## src/sv/cmbe_pkg.sv

```systemverilog
// ----------------------------------------------------------------------------
// cmbe_pkg
// Shared types and constants of the colour mask boundary extract unit.
// ----------------------------------------------------------------------------
package cmbe_pkg;

   // Pixel channel, result and geometry widths
   localparam int PIX_W      = 8;
   localparam int ROW_W      = 12;
   localparam int HEIGHT_W   = 13;
   localparam int CSR_IDX_W  = 3;
   localparam int CSR_DATA_W = 13;

   localparam logic [HEIGHT_W-1:0] HEIGHT_LIMIT = 13'd4096;
   localparam logic [HEIGHT_W-1:0] HEIGHT_RESET = 13'd480;
   localparam int                  WIDTH_RESET  = 640;

   localparam logic [PIX_W-1:0] EDGE_ON  = 8'hFF;
   localparam logic [PIX_W-1:0] EDGE_OFF = 8'h00;

   // Item kinds on tuser
   localparam logic FUNC_PIXEL = 1'b0;
   localparam logic FUNC_DRAIN = 1'b1;

   // Register indexes
   localparam logic [CSR_IDX_W-1:0] CSR_BLUE_LOW     = 3'd0;
   localparam logic [CSR_IDX_W-1:0] CSR_BLUE_HIGH    = 3'd1;
   localparam logic [CSR_IDX_W-1:0] CSR_GREEN_LOW    = 3'd2;
   localparam logic [CSR_IDX_W-1:0] CSR_GREEN_HIGH   = 3'd3;
   localparam logic [CSR_IDX_W-1:0] CSR_RED_LOW      = 3'd4;
   localparam logic [CSR_IDX_W-1:0] CSR_RED_HIGH     = 3'd5;
   localparam logic [CSR_IDX_W-1:0] CSR_IMAGE_WIDTH  = 3'd6;
   localparam logic [CSR_IDX_W-1:0] CSR_IMAGE_HEIGHT = 3'd7;

   // Result queue
   localparam int OFIFO_DEPTH = 4;
   localparam int OFIFO_AW    = 2;
   localparam int OFIFO_CW    = 3;

   // Control of one step into the line store pipeline
   typedef struct packed {
      logic valid;
      logic produce;   // this step releases a result
      logic mask_bit;  // mask value of the entering position
      logic last_out;  // released result closes the frame
   } step_ctl_type;

   // One result on its way to the output
   typedef struct packed {
      logic edge_bit;
      logic last;
   } res_type;

endpackage

```

## src/sv/cmbe_ofifo.sv

```systemverilog
// ----------------------------------------------------------------------------
// cmbe_ofifo
// Small result queue between the window pipeline and the rsp channel.
// ----------------------------------------------------------------------------
module cmbe_ofifo (
   input  logic                             clock,
   input  logic                             reset,
   input  logic                             push,
   input  cmbe_pkg::res_type                push_data,
   input  logic                             pop_ready,
   output logic                             out_valid,
   output cmbe_pkg::res_type                out_data,
   output logic [cmbe_pkg::OFIFO_CW-1:0]    count
);

   cmbe_pkg::res_type                 ent_ff [0:cmbe_pkg::OFIFO_DEPTH-1];
   logic [cmbe_pkg::OFIFO_AW-1:0]     wr_ptr_ff, wr_ptr_in;
   logic [cmbe_pkg::OFIFO_AW-1:0]     rd_ptr_ff, rd_ptr_in;
   logic [cmbe_pkg::OFIFO_CW-1:0]     cnt_ff, cnt_in;
   logic                              pop;

   // Pointer and fill update; space is guaranteed by the upstream credit
   always_comb begin
      pop       = out_valid && pop_ready;
      wr_ptr_in = push ? wr_ptr_ff + 1'b1 : wr_ptr_ff;
      rd_ptr_in = pop ? rd_ptr_ff + 1'b1 : rd_ptr_ff;
      cnt_in    = cnt_ff;
      if (push && !pop) begin
         cnt_in = cnt_ff + 1'b1;
      end else if (pop && !push) begin
         cnt_in = cnt_ff - 1'b1;
      end
   end

   always_ff @(posedge clock) begin
      if (reset) begin
         wr_ptr_ff <= '0;
         rd_ptr_ff <= '0;
         cnt_ff    <= '0;
      end else begin
         wr_ptr_ff <= wr_ptr_in;
         rd_ptr_ff <= rd_ptr_in;
         cnt_ff    <= cnt_in;
      end
   end

   always_ff @(posedge clock) begin
      if (push) begin
         ent_ff[wr_ptr_ff] <= push_data;
      end
   end

   assign out_valid = (cnt_ff != '0);
   assign out_data  = ent_ff[rd_ptr_ff];
   assign count     = cnt_ff;

endmodule

```

## config.mk

```make
export PLATFORM = sky130hd
export DESIGN_NAME = cmbe_ofifo
export DESIGN_NICKNAME = d
export VERILOG_FILES = /design/src/sv/cmbe_pkg.sv /design/src/sv/cmbe_ofifo.sv
export SDC_FILE = /design/constraint.sdc
export NUM_CORES = 1
export LEC_CHECK = 0
export ABC_CLOCK_PERIOD_IN_PS = 4200
export BUFFER_PORTS_ARGS = -buffer_cell sky130_fd_sc_hd__buf_4
export CAP_MARGIN = 15
export CORE_MARGIN = 1
export CORE_UTILIZATION = 55
export DETAILED_ROUTE_END_ITERATION = 6
export GPL_ROUTABILITY_DRIVEN = 0
export PLACE_DENSITY = 0.8
export SYNTH_ARGS = -nofsm -noshare
export SYNTH_HDL_FRONTEND = slang
export SYNTH_SLANG_ARGS = --single-unit
```

## constraint.sdc

```tcl
create_clock -name clock -period 4.2 [get_ports clock]
set_input_delay 0.63 -clock clock [delete_from_list [all_inputs] [get_ports clock]]
set_output_delay 0.63 -clock clock [all_outputs]
set_load 0.05 [all_outputs]
```

# ---- After elaboration in Yosys (flattened, before gate mapping)
# Memories as Yosys holds them, arrays and structs flattened. A register that Yosys moved wholly into a read port is not among the register bits.
# Index checks and enable logic that the tools add are counted.
dict set report op_classes {
  addsub 4
  mul 0
  div 0
  magnitude_cmp 0
  n_eq_ne 0
  n_shift 0
  n_mux 6
  n_bitwise 0
  n_reduce_logical 7
}
# operator count
set ops {}
lappend ops {{$mux 3} 2}
lappend ops {{$add 2x1->2 const B} 2}
lappend ops {{$mux 2} 2}
lappend ops {{$add 3x1->3 const B} 1}
lappend ops {{$logic_and 1x1->1} 3}
lappend ops {{$reduce_bool 3->1} 1}
lappend ops {{$sub 3x1->3 const B} 1}
lappend ops {{$logic_not 1->1} 2}
lappend ops {{$mux 1} 2}
lappend ops {{$reduce_bool 2->1} 1}
dict set report totals {
  register_bits 7
  latch_bits 0
  mem_bits_rw 8
  romBits 0
  input_bits 6
  output_inout_bits 6
  n_memories 1
}
# name depth width read_ports rd_clocked_by_memory_dff write_ports line
set mem_list {}
lappend mem_list {ent_ff 4 2 1 1 1 cmbe_ofifo.sv:16} ;# cmbe_pkg::res_type ent_ff [0:cmbe_pkg::OFIFO_DEPTH-1];

# ---- Longest topological paths before layout
# Gate-level depths: netlist of run 1.
dict set report logic_depth {
  ltp_word 5
  depth_mapped 7
  depth_no_buf 7
}

# ---- Worst setup path after synthesis of run 1
# Ideal clock, no wire load.
dict set report synth_path {
  kind {reg2reg}
  start {reg cnt_ff (netlist bit count[0])}
  end {reg cnt_ff (netlist bit count[2])}
  setup_ns 0.070
  arrival_ns 2.039
  required_time_ns 4.130
  setup_slack_ns 2.091
  stages_incl_launch_ff 8
  n_path_buf 0
  path_cell_list {dfxtp_1 -> o31ai_4 -> ha_1 -> inv_1 -> fa_1 -> xor2_1 -> or3_1 -> a21oi_1}
}
dict set report synth_via {
  elab_chain_len 5
}
# item line
set synth_rtl {}
lappend synth_rtl {{from (decl)} cmbe_ofifo.sv:19} ;# logic [cmbe_pkg::OFIFO_CW-1:0] cnt_ff, cnt_in;
lappend synth_rtl {{from (signal assigned)} cmbe_ofifo.sv:43} ;# cnt_ff <= cnt_in;
lappend synth_rtl {{branches (longest 5 deep; another with $sub 3x1->3)} n/a}
# Several ways; the timed one is not identified. The select of a mux whose other input is x is not followed.
# A chain may end at the register's enable or synchronous reset.

# ---- Worst setup path in the final report of run 1
# Same ends and word-level chain as after synthesis.

==> summary.md, run 1 <==
| Metric | Value |
|---|---|
| GR Layer Usage met1 | `0.2222` |
| Total core area | `~1200 um^2` |
| Worst Skew | `0.003815 ns` |
| Worst rel slew slack | `0.7772` |
| Gr usage total | `0.2064` |
| DIE AREA | `roughly 1500 um^2` |
| NetSw | `between 0.2 and 0.25 mW` |
| Crit path time final | `2.122 ns` |
| WL/cell | `~15 um` |
| Post-Place Setup Slack | `2.016 ns` |
| Via count | `approximately 430` |
| Root Buffer | `clkbuf_4` |
| Synth-to-layout area growth | `16.92%` |
| Met3 global-route usage | `0.06977` |
| Gr busiest metal | `met2` |
| Worst-path clk slew | `about 0.1 ns` |
| Crit path kind | `register to register` |
| Initial antenna violation count | `0` |
| Setup tns final | `0 ns` |
| CTS Buf Count | `3` |
| RSZ-0062 raised after global routing | `no` |
| Crit path cell chain | `o31ai_4, ha_1, inv_1, fa_1, xor2_1, or3_1, a21oi_1` |
| Setup Fix Bufs, Post-CTS | `0` |
| Cts repair resizes | `0` |
| Starting Density | `0.6250` |
| Final WS setup | `just over 2 ns` |
| Yosys Warn Count | `0` |
| I/O pins | `12` |
| Drt drc | `0` |
| Port bufs | `11` |
| Max Slew Vio Count | `0` |
| Vias in the first global route | `approximately 440` |
| CTS tree | `built` |
| CP max FO | `6` |
| R2R Setup Slk | `about 2.1 ns` |
| Seq/Total Area, Yosys | `0.5744` |
| Hpwl dp | `approximately 900 um` |
| Die height | `~38 um` |
| PnR Total Power | `approximately 0.55 mW` |
| Nets | `80` |
| Mean Syn Cell Area | `approximately 14 um^2` |
| Power Density | `644.8 nW/um^2` |
| Worst Max-Slew Pin Slew | `around 0.33 ns` |
| Slowest cell on the critical path | `dfxtp_1` |
| Synth Net Count | `65` |
| Final setup viols | `0` |
| Global-route wire length before repair | `around 1900 um` |
| Post-Syn Area | `732.0 um^2` |
| Crit path DAT | `between 2 and 2.5 ns` |
| Avg Vias per Cell | `between 5 and 6` |
| Final Hold Fails | `0` |
| CTS Sinks | `17` |
| Final Cycle Share | `0.5053` |
| VDD IR max | `0.4501 mV` |
| Die W | `about 38 um` |
| GR Util met2 | `0.3667` |
| HP Class | `input pin to register` |
| Inserted Diodes | `0` |
| Crit path launch type | `register` |
| Yosys cell types | `18` |
| Sw frac | `0.4084` |
| Clock latency on the worst-skew pair | `roughly 0.28 ns` |
| Antenna Nets Post-Route | `0` |
| Largest net degree at the start of global routing | `11` |
| Layout cells sized above 1 | `0.2836` |
| CP peak stage delay | `roughly 0.41 ns` |
| Yosys reg bits | `17` |
| Syn Inst Count | `between 50 and 60` |
| Sequential power share | `0.432` |
| GRT Residual Overflow | `0` |
| Max clock buf depth | `2` |
| DRT Pass-1 Iters | `4` |
| Clock Power Share | `0.152` |
| Row Count | `12` |
| Outcome | `finished clean` |
| P_int | `between 0.3 and 0.4 mW` |
| Hold_buf cts | `0` |
| Combinational share of power | `0.416` |
| H-tree levels | `1` |
| Drt initial violations | `8` |
| Final WL | `around 1200 um` |
| Required time worst endpoint | `around 4.4 ns` |
| Pleak | `0.3550 nW` |
| Critical path capture point type | `register` |
| Fmax | `~470 MHz` |
| Max-cap violation count | `0` |
critical path, delay by kind of cell, from the launching register on:
| kind | cells | cell delay, ns |
|---|---|---|
| AO/OA/AOI/OAI | 2 | 0.49 |
| XOR/XNOR | 1 | 0.16 |
| adder cells (fa/ha/maj) | 2 | 0.62 |
| buffers and inverters | 1 | 0.06 |
| flip-flops | 1 | 0.41 |
| AND/OR/NAND/NOR | 1 | 0.31 |
Yosys cell counts:
master / count / share of area
a21oi_1: 1 / 0.0068
and2_1: 4 / 0.034
clkbuf_1: 1 / 0.0051
dfxtp_1: 9 / 0.25
edfxtp_1: 8 / 0.33
fa_1: 1 / 0.027
ha_1: 5 / 0.085
inv_1: 3 / 0.015
mux2i_1: 2 / 0.027
mux4_2: 2 / 0.062
nor2_1: 7 / 0.036
o21ai_0: 1 / 0.0068
o311ai_1: 1 / 0.012
o31ai_4: 1 / 0.029
or3_1: 1 / 0.0086
or3_2: 1 / 0.010
xnor2_1: 1 / 0.012
xor2_1: 4 / 0.048
stage by stage:
step | area (um^2) | instances | utilization | hold WS [ns]
2_1_floorplan | 732.0 | 53 | - | 0.4847
3_3_place_gp | 828.3 | 77 | 0.7073 | 0.5061
3_5_place_dp | 828.3 | 77 | 0.7073 | 0.5148
4_1_cts | 855.8 | 81 | 0.7308 | 0.5418
5_1_grt | 855.8 | 81 | 0.7308 | 0.5293
6_report | 855.8 | 81 | 0.7308 | 0.5451
cell families after synthesis:
group / count (synthesis) / synth area share
buffers and inverters: 4 / 0.02051
and+or+nand+nor: 13 / 0.08890
muxes: 4 / 0.08889
adders and majority gates: 6 / 0.1128
DFF: 17 / 0.5744
xor gates and xnor gates: 5 / 0.05983
AOI/OAI and AO/OA: 4 / 0.05469
layout by cell type, fill, tap and decap left out:
master,count
a21oi_1,1
and2_1,4
buf_4,11
clkbuf_4,3
clkinv_2,1
dfxtp_1,9
edfxtp_1,8
fa_1,1
ha_1,5
inv_1,3
mux2i_1,2
mux4_2,2
nor2_1,7
o21ai_0,1
o311ai_1,1
o31ai_4,1
or3_1,1
or3_2,1
xnor2_1,1
xor2_1,4
layer usage:
layer	part of all wire	wire length, um	vias to the layer above
met5	0	0	-
met4	0.012	14	0
met3	0.037	44	2
met2	0.54	646	12
met1	0.41	485	207
li1	-	-	210
worst paths after layout:
path	start	end	cells past startpoint
min reg2reg	rd_ptr_ff[0]	register	2
max	count[0]	count[2]	7
max reg2reg	count[0]	count[2]	7
min	push_data[1]	ent_ff[0][1]	1
power groups by stage:
| stage | sequential [mW] | clock [mW] | combinational, mW |
|---|---|---|---|
| floorplan | 0.269 | 0 | 0.138 |
| global placement | 0.240 | 0 | 0.221 |
| detailed placement | 0.242 | 0 | 0.227 |
| CTS | 0.239 | 0.0854 | 0.230 |
| global route | 0.242 | 0.0944 | 0.247 |
| finish | 0.238 | 0.0840 | 0.229 |
layout make-up:
type / count / area, um^2
Sequential cell: 17 / 420.4
Inverter: 3 / 11.26
Multi-Input combinational cell: 32 / 296.5
Clock inverter: 1 / 5.005
Fill cell: 86 / 315.3
Tap cell: 14 / 17.52
Clock buffer: 3 / 22.52
Timing Repair Buffer: 11 / 82.58
Power figures use the tool's default switching activity.
==> inputs of run 2 (changes only) <==
- ABC_AREA: unset -> 1
- ABC_CLOCK_PERIOD_IN_PS: 4200 -> 2000
- CORE_UTILIZATION: 55 -> 53
- PLACE_DENSITY: 0.8 -> 0.77
- clock period: 4.2 -> 2 ns (I/O delays scaled with it)
==> run 2 against run 1 <==
Non-clock buffer count stayed put. Sequential power is 97% higher. Area after synthesis is 6.0% higher. Synthesized cell count is 58% higher. Sequential share of layout area is 2.1 points lower. Largest cell class unchanged.
==> summary.md, run 2 <==
| Metric | Value |
|---|---|
| Outcome | `finished clean` |
| Setup tns final | `0 ns (unchanged)` |
| Required time worst endpoint | `2.18 ns (-2.23 ns)` |
| DIE AREA | `1620 um^2 (+9.4%)` |
| Power Density | `1252 nW/um^2 (+94%)` |
| Yosys cell types | `16 (-2)` |
| Final Cycle Share | `0.8454 (+0.3400)` |
| Clock Power Share | `0.153 (about the same)` |
| Met2 wire len | `547 um (-15%)` |
| Pleak | `0.4172 nW (+18%)` |
| Most frequent cells in the layout | `inv_1, nand2_1, nor2_1, buf_4, edfxtp_1` |
| Die W | `40.26 um (+4.6%)` |
| Fmax | `591.5 MHz (+26%)` |
| Starting Density | `0.5816 (-0.04339)` |
| Most common cell after layout, fill and taps aside | `inv_1` |
| CTS Buf Count | `3 (unchanged)` |
| Hold_buf cts | `0 (unchanged)` |
| Root Buffer | `clkbuf_4` |
| EDFF count, synth | `8 (unchanged)` |
| Hpwl dp | `955.5 um (+5.6%)` |
| Most frequent cell after synthesis | `inv_1` |
| CP max FO | `4 (-2)` |
| CP peak stage delay | `0.38 ns (-0.03 ns)` |
| Max-cap violation count | `0 (unchanged)` |
| FF+latch area | `424.2 um^2 (+0.89%)` |
| Crit path kind | `register to register` |
| Max clock buf depth | `2 (unchanged)` |
| Sequential power share | `0.416 (-0.016)` |
| P_int | `0.6515 mW (+100%)` |
| Synth Net Count | `96 (+48%)` |
| Sw frac | `0.4230 (+0.01463)` |
| DRT Pass-1 Iters | `4 (unchanged)` |
| Total core area | `1334 um^2 (+14%)` |
| Drt initial violations | `19 (+11)` |
| DP Cell Count | `109 (+42%)` |
| Final WS setup | `0.3093 ns (-1.768 ns)` |
| Area contributors post-synth | `edfxtp_1, dfxtp_1, ha_1` |
| H-tree levels | `1 (unchanged)` |
| Final WL | `1201 um (+0.84%)` |
| Worst-path clk slew | `0.09 ns (about the same)` |
| Seq/Total Area, Yosys | `0.5419 (-0.03242)` |
| Nets | `111 (+39%)` |
| Yosys reg bits | `17 (unchanged)` |
| Routed length on met3 | `48 um (+9.1%)` |
| Worst Skew | `0.005689 ns (+0.001874 ns)` |
| Layout cells sized above 1 | `0.2143 (-0.06930)` |
| HP Class | `input pin to register` |
| Core Util, Final | `0.6764 (-0.05441)` |
| Cts repair resizes | `0 (unchanged)` |
| Yosys Warn Count | `0 (unchanged)` |
| Ys async rst share | `0 (unchanged)` |
| Gr usage total | `0.1750 (-0.03140)` |
| VDD IR max | `0.6959 mV (+55%)` |
| Avg Vias per Cell | `5.000 (-6.0%)` |
| Setup Fix Bufs, Post-CTS | `0 (unchanged)` |
| Worst rel slew slack | `0.8822 (+0.1050)` |
| Clock latency on the worst-skew pair | `0.28 ns (about the same)` |
| Antenna Nets Post-Route | `0 (unchanged)` |
| Drt drc | `0 (unchanged)` |
| PnR Total Power | `1.129 mW (+100%)` |
| Final Hold Fails | `0 (unchanged)` |
| Largest net degree at the start of global routing | `10 (-1)` |
| Final setup viols | `0 (unchanged)` |
| Crit path cell chain | `inv_1, nand2_2, nand2_4, ha_1, inv_1, fa_1, inv_1, nand2_1, nand3_1, nand2_1, nand2_1, nor2_1` |
| CTS tree | `built` |
| Initial antenna violation count | `0 (unchanged)` |
| Crit path launch type | `register` |
| CTS Sinks | `17 (unchanged)` |
| Post-Place Setup Slack | `0.3424 ns (-1.674 ns)` |
| Top routing layer in use | `met4` |
| M1 wire length | `601 um (+24%)` |
| Non-Filler Instances | `113 (+40%)` |
| I/O pins | `12 (unchanged)` |
| # fillers | `119 (+38%)` |
| Slowest cell on the critical path | `fa_1` |
| Max Slew Vio Count | `0 (unchanged)` |
| Crit path DAT | `1.87 ns (-0.46 ns)` |
| Synth-to-layout area growth | `16.29%` |
| Worst Max-Slew Pin Slew | `0.1765 ns (-0.1525 ns)` |
| Mean Syn Cell Area | `9.235 um^2 (-33%)` |
| Crit path time final | `1.691 ns (-0.4316 ns)` |
| WL/cell | `10.63 um (-28%)` |
| Yosys top cell area share | `0.3097 (-0.01853)` |
| Ys flop type | `dfxtp_1` |
| Syn Inst Count | `84 (+58%)` |
| Combinational share of power | `0.431 (+0.015)` |
| Via count | `565 (+31%)` |
| Inserted Diodes | `0 (unchanged)` |
| GRT Residual Overflow | `0 (unchanged)` |
| Footprint of the multi-input gates | `290.3 um^2 (-2.1%)` |
| Cell taking the most area after synthesis | `edfxtp_1` |
| Post-Syn Area | `775.7 um^2 (+6.0%)` |
| Die height | `40.26 um (+4.6%)` |
| Row Count | `13 (+1)` |
| Critical path capture point type | `register` |
| NetSw | `0.4776 mW (+110%)` |
| Commonest cells post-synth | `inv_1, nand2_1, nor2_1` |
| Vias in the first global route | `459 (+4.6%)` |
| Global-route wire length before repair | `1814 um (-5.4%)` |
| Port bufs | `11 (unchanged)` |
| RSZ-0062 raised after global routing | `no` |
run 2: changes by cell type in the layout (fill, tap and decap cells not counted), sizes merged, moves of 2 or more:
cell	change
nand2	+15
inv	+13
nor2	+5
o21ai	+5
a21oi	+4
and2	-4
xor2	-4
nand3	+3
mux2i	-2
mux4	-2
o22ai	+2
or3	-2
run 2: power groups by stage:
stage	registers, mW	logic (mW)	clock network [mW]
global placement	0.474	0.477	0
global route	0.481	0.531	0.196
finish	0.469	0.487	0.173
CTS	0.469	0.489	0.181
floorplan	0.544	0.288	0
detailed placement	0.477	0.487	0
run 2: metrics by stage:
| step | area, um^2 | hold slack (ns) |
|---|---|---|
| after floorplan | 779.5 | 0.3691 |
| after global placement | 875.8 | 0.5042 |
| after detailed placement | 875.8 | 0.5012 |
| after CTS | 902.1 | 0.2093 |
| after global routing | 902.1 | 0.2003 |
| final | 902.1 | 0.2173 |
run 2: layout make-up:
type	count	share of cell area
clock buffers	4	0.02913
inverters	16	0.06657
multi-input cells	50	0.3218
flip-flops and latches	17	0.4702
well taps	15	0.02080
repair buffers	11	0.09154
run 2: logic make-up (layout without fill, tap and decap cells):
family                     count (synthesis)  in the layout  share of synthesized area
and+or+nand+nor                           30             30                     0.1693
xor gates and xnor gates                   1              1                    0.01129
buffers and inverters                     17             31                    0.08387
DFF                                       17             17                     0.5419
AOI/OAI and AO/OA                         13             13                    0.08709
adders and majority gates                  6              6                     0.1065
run 2: per-layer routing:
metal | track usage | vias to the layer above
met2 | 0.2702 | 10
li1 | - | 290
met5 | 0 | -
met1 | 0.2246 | 263
met4 | 0.05000 | 0
met3 | 0.07222 | 2
run 2: critical path: cells and delay by family, from the launching register on:
kind | cells | cell delay, ns
adders and majority gates | 2 | 0.55
DFF | 1 | 0.35
buffers and inverters | 3 | 0.23
and+or+nand+nor | 7 | 0.46
run 2: path summary, 6_finish.rpt:
check,start,end,slack (ns),cells after the start
max,count[0],count[2],0.31,12
min,reset,wr_ptr_ff[0],0.22,2
max reg2reg,count[0],count[2],0.31,12
min reg2reg,rd_ptr_ff[1],rd_ptr_ff[1],0.52,2
==> inputs of run 3 (changes only) <==
- ABC_CLOCK_PERIOD_IN_PS: 2000 -> 1750
- clock period: 2 -> 1.75 ns (I/O delays scaled with it)
==> run 3 against run 2 <==
Via count shrank 3.0%. Flip-flop and latch count unchanged. Worst setup slack lost 0.18 ns. Die area unchanged. Critical endpoint unchanged. Largest power group unchanged. Highest routed layer unchanged.
==> summary.md, run 3 (synthesis results as in run 2) <==
| Metric | Value |
|---|---|
| Outcome | `finished clean` |
| Footprint of the multi-input gates | `310.3 um^2 (+6.9%)` |
| Most common cell after layout, fill and taps aside | `inv_1` |
| Max clock buf depth | `2 (unchanged)` |
| Layout cells sized above 1 | `0.2449 (+0.03061)` |
| H-tree levels | `1 (unchanged)` |
| GRT Residual Overflow | `0 (unchanged)` |
| Die height | `40.26 um (unchanged)` |
| Crit path launch type | `register` |
| RSZ-0062 raised after global routing | `no` |
| CP max FO | `4 (unchanged)` |
| Hold WS | `0.1614 ns (-0.05595 ns)` |
| Crit path kind | `register to register` |
| Total core area | `1334 um^2 (unchanged)` |
| Critical path capture point type | `register` |
| Final WL | `1181 um (-1.7%)` |
| Min-delay src | `reset` |
| Antenna Nets Post-Route | `0 (unchanged)` |
| Avg Vias per Cell | `4.850 (-3.0%)` |
| Crit path DAT | `1.81 ns (-0.06 ns)` |
| Clock latency on the worst-skew pair | `0.29 ns (about the same)` |
| Initial antenna violation count | `0 (unchanged)` |
| CTS Sinks | `17 (unchanged)` |
| Global-route wire length before repair | `1800 um (-0.77%)` |
| CTS tree | `built` |
| Cell mode on critical path | `nand2_1` |
| Gr usage total | `0.1843 (+0.009243)` |
| Crit path cell chain | `nor2_4, nand2_4, nand2_4, ha_2, inv_1, fa_2, inv_1, nand2_1, nand3_2, nand2_1, nand2_1, nor2_1` |
| Final Hold Fails | `0 (unchanged)` |
| Nets | `111 (unchanged)` |
| Synth-to-layout area growth | `19.84%` |
| Inserted Diodes | `0 (unchanged)` |
| Pleak | `0.4220 nW (+1.2%)` |
| Setup tns final | `0 ns (unchanged)` |
| Final WS setup | `0.1343 ns (-0.1750 ns)` |
| Power Density | `1445 nW/um^2 (+15%)` |
| Most frequent cells in the layout | `inv_1, nand2_1, nor2_1, buf_4, edfxtp_1` |
| Worst Setup SP | `count[1]` |
| Post-Place Setup Slack | `0.09336 ns (-0.2491 ns)` |
| Drt drc | `0 (unchanged)` |
| Largest net degree at the start of global routing | `10 (unchanged)` |
| Worst Skew | `0.003473 ns (-0.002216 ns)` |
| Worst rel slew slack | `0.8657 (-0.01654)` |
| # fillers | `108 (-9.2%)` |
| Crit path time final | `1.616 ns (-0.07498 ns)` |
| Fmax | `618.9 MHz (+4.6%)` |
| DIE AREA | `1620 um^2 (unchanged)` |
| VDD IR max | `1.063 mV (+53%)` |
| Via count | `548 (-3.0%)` |
| FF+latch area | `431.7 um^2 (+1.8%)` |
| Port bufs | `11 (unchanged)` |
| WL/cell | `10.45 um (-1.7%)` |
| R2R Path Start | `count[1]` |
| Final setup viols | `0 (unchanged)` |
| Max Slew Vio Count | `0 (unchanged)` |
| Root Buffer | `clkbuf_4` |
| Starting Density | `0.5816 (unchanged)` |
| Hpwl dp | `924 um (-3.3%)` |
| Worst Max-Slew Pin Slew | `0.1994 ns (+0.02295 ns)` |
| Vias in the first global route | `467 (+1.7%)` |
| CTS Buf Count | `3 (unchanged)` |
| Slowest cell on the critical path | `dfxtp_4` |
| Hold_buf cts | `0 (unchanged)` |
| HP Class | `input pin to register` |
| I/O pins | `12 (unchanged)` |
| Row Count | `13 (unchanged)` |
| Drt initial violations | `13 (-6)` |
| CP peak stage delay | `0.38 ns (about the same)` |
| Required time worst endpoint | `1.95 ns (-0.23 ns)` |
| Final Cycle Share | `0.9233 (+0.07792)` |
| Die W | `40.26 um (unchanged)` |
| Worst-path clk slew | `0.09 ns (about the same)` |
| Max-cap violation count | `0 (unchanged)` |
| Core Util, Final | `0.6970 (+0.02064)` |
| DRT Pass-1 Iters | `4 (unchanged)` |
## run 3: cell counts in the layout (fill, tap and decap cells not counted)
No cell type changed its count.
## run 3: through the flow
stage / instances / power, mW / cell area (um^2)
6_report: 113 / 1.343 / 929.6
2_1_floorplan: 84 / 0.9858 / 797.0
5_1_grt: 113 / 1.427 / 929.6
3_3_place_gp: 109 / 1.117 / 893.4
3_5_place_dp: 109 / 1.134 / 893.4
4_1_cts: 113 / 1.337 / 919.6
## run 3: layout make-up
class | instances | share of cell area
Sequential cell | 17 | 0.4643
Multi-Input combinational cell | 50 | 0.3338
Timing Repair Buffer | 11 | 0.08883
Inverter | 16 | 0.06460
Clock buffer | 4 | 0.02826
Tap cell | 15 | 0.02019
## run 3: per-layer routing
| metal | up-vias | track usage | share of wire |
|---|---|---|---|
| li1 | 292 | - | - |
| met1 | 243 | 0.1964 | 0.44 |
| met2 | 8 | 0.2984 | 0.49 |
| met4 | 0 | 0.1333 | 0.036 |
| met3 | 5 | 0.06667 | 0.036 |
| met5 | - | 0 | 0 |
## run 3: final timing paths
| check | end | slack (ns) | cells after the start |
|---|---|---|---|
| hold reg to reg | rd_ptr_ff[0] | 0.50 | 2 |
| setup reg to reg | count[2] | 0.13 | 12 |
| hold / removal | wr_ptr_ff[0] | 0.16 | 2 |
| setup / recovery | count[2] | 0.13 | 12 |
## run 3: power by group
part           switching (mW)  internal, mW
combinational           0.391         0.197
sequential             0.0590         0.489
clock                   0.119        0.0888
## run 3: timing repair
item,CTS,global route
endpoints found under the setup margin,0,1
resized for setup,0,3
buffers inserted,0,0
## run 3: critical path: cells and delay by family (launching register included)
kind                     cells  cell delay, ns
adder cells (fa/ha/maj)      2            0.50
buffers and inverters        2            0.12
flip-flops                   1            0.38
AND/OR/NAND/NOR              8            0.52
